[src/rbst_pkg.sv]
// ----------------------------------------------------------------------------
// rbst_pkg
// Shared types and constants of the ray/box slab test pipeline.
// ----------------------------------------------------------------------------
package rbst_pkg;

	localparam int COORD_W        = 32;
	localparam int HEAD_W         = 16;
	localparam int HEAD_FRAC      = HEAD_W - 2;
	localparam int DIFF_W         = COORD_W + 1;
	localparam int BITS_PER_STAGE = 4;
	localparam int DIV_STAGES     = COORD_W / BITS_PER_STAGE;
	// prep register, quotient stages, saturation register
	localparam int DIV_LAT        = DIV_STAGES + 2;
	localparam int CFG_IDX_W      = 3;
	localparam int NUM_AXES       = 3;

	typedef logic signed [COORD_W-1:0] coord_t;
	typedef logic signed [HEAD_W-1:0]  head_t;
	typedef logic signed [DIFF_W-1:0]  diff_t;

	typedef enum logic [CFG_IDX_W-1:0] {
		REG_LOW_X  = 3'd0,
		REG_LOW_Y  = 3'd1,
		REG_LOW_Z  = 3'd2,
		REG_HIGH_X = 3'd3,
		REG_HIGH_Y = 3'd4,
		REG_HIGH_Z = 3'd5
	} reg_idx_t;

	localparam coord_t T_MAX = {1'b0, {(COORD_W-1){1'b1}}};
	localparam coord_t T_MIN = {1'b1, {(COORD_W-1){1'b0}}};

	// per-item control that travels beside the dividers
	typedef struct packed {
		logic                valid;
		logic [NUM_AXES-1:0] zero;
		logic [NUM_AXES-1:0] fail;
	} ctl_t;

endpackage

[src/rbst_div.sv]
// ----------------------------------------------------------------------------
// rbst_div
// Pipelined signed divider: t = diff * 2^HEAD_FRAC / heading, truncated
// toward zero and saturated to the distance range. BITS_PER_STAGE quotient
// bits per stage, one new operand pair per cycle.
// ----------------------------------------------------------------------------
module rbst_div (
	input  logic           clk,
	input  rbst_pkg::diff_t dividend,
	input  rbst_pkg::head_t divisor,
	output rbst_pkg::coord_t quot
);
	import rbst_pkg::*;

	logic [HEAD_W-1:0]  rem_s [DIV_STAGES+1];
	logic [COORD_W-1:0] low_s [DIV_STAGES+1];
	logic [COORD_W-1:0] quo_s [DIV_STAGES+1];
	logic [HEAD_W-1:0]  ah_s  [DIV_STAGES+1];
	logic               neg_s [DIV_STAGES+1];
	logic               ovf_s [DIV_STAGES+1];

	logic [DIFF_W-1:0]  ad_full;
	logic [COORD_W-1:0] ad;
	logic [HEAD_W-1:0]  ah;
	logic [HEAD_W-1:0]  rem_init;

	always_comb begin
		ad_full  = dividend[DIFF_W-1] ? DIFF_W'(-dividend) : DIFF_W'(dividend);
		ad       = ad_full[COORD_W-1:0];
		ah       = divisor[HEAD_W-1] ? HEAD_W'(-divisor) : HEAD_W'(divisor);
		rem_init = HEAD_W'(ad[COORD_W-1 -: HEAD_FRAC]);
	end

	// quotient beyond COORD_W bits shows up as a top remainder >= divisor
	always_ff @(posedge clk) begin
		rem_s[0] <= rem_init;
		low_s[0] <= {ad[COORD_W-HEAD_FRAC-1:0], {HEAD_FRAC{1'b0}}};
		quo_s[0] <= '0;
		ah_s[0]  <= ah;
		neg_s[0] <= dividend[DIFF_W-1] ^ divisor[HEAD_W-1];
		ovf_s[0] <= rem_init >= ah;
	end

	for (genvar k = 0; k < DIV_STAGES; k++) begin : g_stage
		logic [HEAD_W-1:0]  r_nx;
		logic [COORD_W-1:0] l_nx;
		logic [COORD_W-1:0] q_nx;

		always_comb begin
			logic [HEAD_W:0] cand;
			r_nx = rem_s[k];
			l_nx = low_s[k];
			q_nx = quo_s[k];
			for (int b = 0; b < BITS_PER_STAGE; b++) begin
				cand = {r_nx, l_nx[COORD_W-1]};
				l_nx = {l_nx[COORD_W-2:0], 1'b0};
				if (cand >= {1'b0, ah_s[k]}) begin
					r_nx = HEAD_W'(cand - {1'b0, ah_s[k]});
					q_nx = {q_nx[COORD_W-2:0], 1'b1};
				end else begin
					r_nx = cand[HEAD_W-1:0];
					q_nx = {q_nx[COORD_W-2:0], 1'b0};
				end
			end
		end

		always_ff @(posedge clk) begin
			rem_s[k+1] <= r_nx;
			low_s[k+1] <= l_nx;
			quo_s[k+1] <= q_nx;
			ah_s[k+1]  <= ah_s[k];
			neg_s[k+1] <= neg_s[k];
			ovf_s[k+1] <= ovf_s[k];
		end
	end

	logic [COORD_W-1:0] q_fin;
	logic               neg_fin;
	logic               sat;

	always_comb begin
		q_fin   = quo_s[DIV_STAGES];
		neg_fin = neg_s[DIV_STAGES];
		// negative side reaches one further than the positive side
		sat = ovf_s[DIV_STAGES] ||
			(neg_fin ? (q_fin[COORD_W-1] && (|q_fin[COORD_W-2:0])) : q_fin[COORD_W-1]);
	end

	always_ff @(posedge clk) begin
		if (sat) begin
			quot <= neg_fin ? T_MIN : T_MAX;
		end else begin
			quot <= neg_fin ? coord_t'(-q_fin) : coord_t'(q_fin);
		end
	end

endmodule

[config.mk]
export PLATFORM = sky130hd
export DESIGN_NAME = rbst_div
export DESIGN_NICKNAME = d
export VERILOG_FILES = /design/src/rbst_pkg.sv /design/src/rbst_div.sv
export SDC_FILE = /design/constraint.sdc
export NUM_CORES = 2
export LEC_CHECK = 0
export ABC_AREA = 1
export BUFFER_PORTS_ARGS = -buffer_cell sky130_fd_sc_hd__clkbuf_2
export CORE_AREA = 4 4 312 284
export DETAILED_ROUTE_END_ITERATION = 10
export DIE_AREA = 0 0 316 288
export PLACE_DENSITY = 0.74
export SYNTH_ARGS = -nofsm -noshare
export SYNTH_HDL_FRONTEND = slang
export SYNTH_SLANG_ARGS = --single-unit
export TNS_END_PERCENT = 1
[constraint.sdc]
create_clock -name clk -period 7.79 [get_ports clk]
set_input_delay 1.1685 -clock clk [delete_from_list [all_inputs] [get_ports clk]]
set_output_delay 1.1685 -clock clk [all_outputs]
set_load 0.02 [all_outputs]
# [After elaboration in Yosys (flattened, before gate mapping)]
# Memories as Yosys holds them, arrays and structs flattened.
# Index checks and enable logic that the tools add are counted.
# Widths: inputs -> output; s select.
[totals] mem_count=6 mem_bits_rw=846 wordCells=149 regBits=32
[classes] n_lt_le_gt_ge=33 n_addsub=35 mux=70 n_reduce_logical=3 bitwise_logic=1
[mem_list] memory="quo_s" words=9 width=32 rd=9 rd_clocked_by_memory_dff=0 write_ports=9 line="rbst_div.sv:17" source="logic [COORD_W-1:0] quo_s [DIV_STAGES+1];"
[mem_list] memory="low_s" words=9 width=28 rd=8 rd_clocked_by_memory_dff=0 write_ports=9 line="rbst_div.sv:16" source="logic [COORD_W-1:0] low_s [DIV_STAGES+1];"
[mem_list] memory="ah_s" words=9 width=16 rd=8 rd_clocked_by_memory_dff=0 write_ports=9 line="rbst_div.sv:18" source="logic [HEAD_W-1:0] ah_s [DIV_STAGES+1];"
[mem_list] memory="rem_s" words=9 width=16 rd=8 rd_clocked_by_memory_dff=0 write_ports=9 line="rbst_div.sv:15" source="logic [HEAD_W-1:0] rem_s [DIV_STAGES+1];"
[mem_list] memory="neg_s" words=9 width=1 rd=9 rd_clocked_by_memory_dff=0 write_ports=9 line="rbst_div.sv:19" source="logic neg_s [DIV_STAGES+1];"
[mem_list] memory="ovf_s" words=9 width=1 rd=9 rd_clocked_by_memory_dff=0 write_ports=9 line="rbst_div.sv:20" source="logic ovf_s [DIV_STAGES+1];"
[ops] op="$ge 17x16->1" n=32
[ops] op="$mux 16" n=33
[ops] op="$sub 16x16->16" n=32
[ops] op="$mux 32" n=4
[ops] op="$neg 32->32" n=2
[ops] op="$mux 1" n=33
[ops] op="$reduce_or 31->1" n=1
[ops] op="$ge 14x16->1" n=1
[ops] op="$neg 16->16" n=1
[ops] op="$logic_and 1x1->1" n=1
[ops] op="$logic_or 1x1->1" n=1
[ops] op="$xor 1x1->1" n=1

# [Longest topological paths before layout]
# An unclocked memory read counts as a cell.
[depth] ltp_word=9 mapped_depth=59

# [Worst setup path before layout]
# OpenSTA, ideal clock, no wires.
[synth_timing] kind="reg2reg" start="memory ah_s[5][2] (netlist: ah_s[0][82])" end="memory rem_s[6][11] (netlist: rem_s[0][107])" path_slack_ns=0.678 setup_time_ns=0.112 path_buffers=5 synth_period_minus_slack_ns=7.112 stages_incl_launch_ff=55 t_arrival_ns=7.000 path_cell_list="dfxtp_1 > inv_1 > ha_1 > a21oi_1 > nand2_2 > nand2_2 > nand2_2 > nand2_2 > nand2_2 > nand2_2 > nand2_2 > inv_2 > buf_2 > buf_6 > nand2_1 > o21ai_0 > ha_1 > nand2_1 > [... 19 more ...] > nor3_2 > inv_1 > nor2_8 > buf_6 > nand2_1 > o21ai_2 > ha_1 > a21oi_1 > o21ai_0 > nand2_1 > o2111ai_1 > nand3_1 > nand3_1 > a211oi_1 > nand3_2 > buf_6 > nand2_1 > nand2_1"
[synth_rtl] item="from (decl)" line="rbst_div.sv:18"
[synth_rtl] item="to (decl)" line="rbst_div.sv:15"

==> flow_summary.toml <==
[clock_network]
htree_levels = 2
clock-sinks = 498
path_clk_slew_ns = 0.06
clkLatencyLatePin_ns = 0.62
clk_path_buf_depth = 3
cts_made_buffers = 52
cts_tree = "done"
cts-root-buf = "clkbuf_16"

[route]
wirelength_microns = 135000
drt-initial-drc-count = 3410
routedWlPerCell_microns = 16.3
drcViolationCount = 0
first_pass_iters = 6
ant_nets = 0
vias_per_cell = 5.30
dr_total_vias = 43803

[floorplanning]
dieArea_sq_um = 91000
core_area_sq_um = 85400
ioPinCount = 82
chipHeight_microns = 288
die_width_microns = 316
start_util_pct = 49.6
core.rowCount = 102

[grt]
overflow = 0
grt_start_max_net_pins = 33
grt_pass1_wl_microns = 210000
antenna_found_initial = 3
track_usage_pct = 28.2
grt_pass1_vias = 40710

[critical_path]
worstSetupStartpointType = "register"
crit_arrival_ns = 7.88
slowest_delay_ns = 0.36
required_ns = 8.28
critPathKind = "register to register"
critPathMaxFanout = 16
setup.worst_path.end_class = "register"
cpMaxStageDelayCell = "ha_1"
crit_top_cell = "nand2_1"

[job]
maxCapViolations = 0

[placed_design]
gp_congestion = 0.977
dp.cells = 8141
port_buffers = 81
dp_slack_ns = -0.182
dp_hpwl_microns = 111000
place_area_sq_um = 49700

[timing]
drv_slew = 0
setup_tns_ns = 0
finalHoldViolations = 0
fmax_mhz = 135
fin_skew_ns = 0.0289
tightest_slew_ns = 0.788
setup_viol = 0
layout_setup_ws_ns = 0.404
layout_worst_path_cycle_share_pct = 94.8
rsz0062_at_grt = "true"
fin_crit_ns = 7.39
relSlewSlack_pct = 47.4

[logic_synthesis]
synth-seq-cells = 498
async_flop_share_pct = 0
synth_ff_type = "dfxtp_1"
avgSynthCellArea_sq_um = 6.82
ys_types = 60
synthCells = 6212
syn_area_sq_um = 42300
syn-num-nets = 6802
synth-edff-count = 0
synth_seq_area_share_pct = 23.5
yosysWarnings = 0

[cells_and_area]
drive_gt1_share_pct = 19.5
nets = 7672
design_area_sq_um = 52700
instances_no_fill = 8270
area_growth_pct = 24.4

[outcome]
status = "completed"

[min_path]
hp-class = "register to register"
final timing paths:
| path | startpoint | to | slack, ns | depth (start not counted) |
|---|---|---|---|---|
| worst max register to register | ah_s[0][88]$_DFF_P_ | rem_s[0][98]$_DFF_P_ | 0.40 | 46 |
| worst max-delay path | ah_s[0][88]$_DFF_P_ | rem_s[0][98]$_DFF_P_ | 0.40 | 46 |
| worst min-delay path | quo_s[1][40]$_DFF_P_ | quo_s[2][12]$_DFF_P_ | 0.31 | 0 |
| worst min register to register | quo_s[1][40]$_DFF_P_ | quo_s[2][12]$_DFF_P_ | 0.31 | 0 |
flip-flops by register name, summed over array words and instances (netlist names):
signal	cells
quo_s	144
quot	32
low_s	50
neg_s	9
ovf_s	9
ah_s	128
rem_s	126
routing by layer:
metal,track usage (%),share of wire [%]
met2,46.9,45
met1,37.7,44
met4,10.2,4.1
met5,0,0.013
met3,3.17,6.2
metrics by stage:
stage | hold WS (ns) | utilization [%]
finish | 0.309 | 61.7
global placement | 0.310 | 58.2
CTS | 0.313 | 60.3
floorplan | 0.310 | -
global route | 0.312 | 61.7
detailed placement | 0.312 | 58.2
worst max-delay path: cells and delay by family, from the launching register on:
| kind | cells | cell delay, ns |
|---|---|---|
| adder cells (fa/ha/maj) | 4 | 1.39 |
| buffers and inverters | 10 | 1.15 |
| AO/OA/AOI/OAI | 9 | 1.57 |
| flip-flops | 1 | 0.32 |
| AND/OR/NAND/NOR | 23 | 2.82 |
cells in the mapped netlist, types with 6 or more instances:
cell | instances | area share (%)
o21ai_2 | 15 | 0.31
ha_1 | 518 | 15
nor2_1 | 353 | 3.1
o21ai_1 | 89 | 1.1
nand2_1 | 1825 | 16
xnor2_1 | 220 | 4.6
or2_2 | 20 | 0.30
nor3_1 | 62 | 0.73
inv_2 | 27 | 0.24
nor2_4 | 12 | 0.32
nand3_1 | 308 | 3.6
clkbuf_1 | 10 | 0.089
xor2_1 | 239 | 4.9
buf_4 | 22 | 0.39
and2_1 | 9 | 0.13
nor2_2 | 10 | 0.15
nand2_4 | 10 | 0.27
or2_1 | 7 | 0.10
inv_1 | 677 | 6.0
a21oi_1 | 477 | 5.6
o211ai_1 | 11 | 0.20
nand3_4 | 7 | 0.29
a21boi_0 | 18 | 0.32
o21bai_1 | 20 | 0.35
nor4_1 | 21 | 0.31
buf_2 | 28 | 0.33
nand3b_1 | 31 | 0.55
buf_6 | 27 | 0.72
a211oi_1 | 11 | 0.20
o21ai_0 | 341 | 4.0
nand3_2 | 26 | 0.61
a221oi_1 | 6 | 0.12
dfxtp_1 | 498 | 24
fa_1 | 22 | 1.0
nand2_2 | 39 | 0.58
o21a_1 | 16 | 0.28
a31oi_1 | 27 | 0.40
nand4_1 | 60 | 0.89
a21o_1 | 33 | 0.59
o2111ai_1 | 11 | 0.23
o31ai_1 | 6 | 0.11
repair_timing:
action                                  CTS  global route
hold buffers                              0             0
gates resized for setup                   4           307
buffers inserted                          0            25
endpoints found under the setup margin   17           120
pin swaps                                 0            39
cloned                                    0             6
cells by family after synthesis:
family / share of synthesized area [%]
and+or+nand+nor: 28.5
AOI/OAI and AO/OA: 14.2
buffers and inverters: 7.92
adders and majority gates: 16.3
DFF: 23.5
xor gates and xnor gates: 9.49
placed cells by master, fill, tap and decap left out, drive strengths merged, types with 27 or more instances in the layout:
cell type / n
xnor2: 220
nand3b: 32
xor2: 239
a31oi: 27
a21o: 33
o21ai: 445
inv: 716
nor3: 65
clkbuf: 143
a21oi: 480
ha: 518
nor2: 378
nand4: 62
nand2: 1876
buf: 820
nand3: 343
or2: 27
dfxtp: 498
cell type report:
cell class,count,area (sq um)
antenna,2,5.00
clock buffer,62,1380
clock inverter,34,378
fill,7727,32700
inverter,712,2730
multi-input combinational,4917,30000
sequential,498,10000
tap,1144,1430
timing repair buffer,901,6780
Power is not shown: default switching activity piles up to over one toggle a cycle in this logic, so the estimate is an artifact.
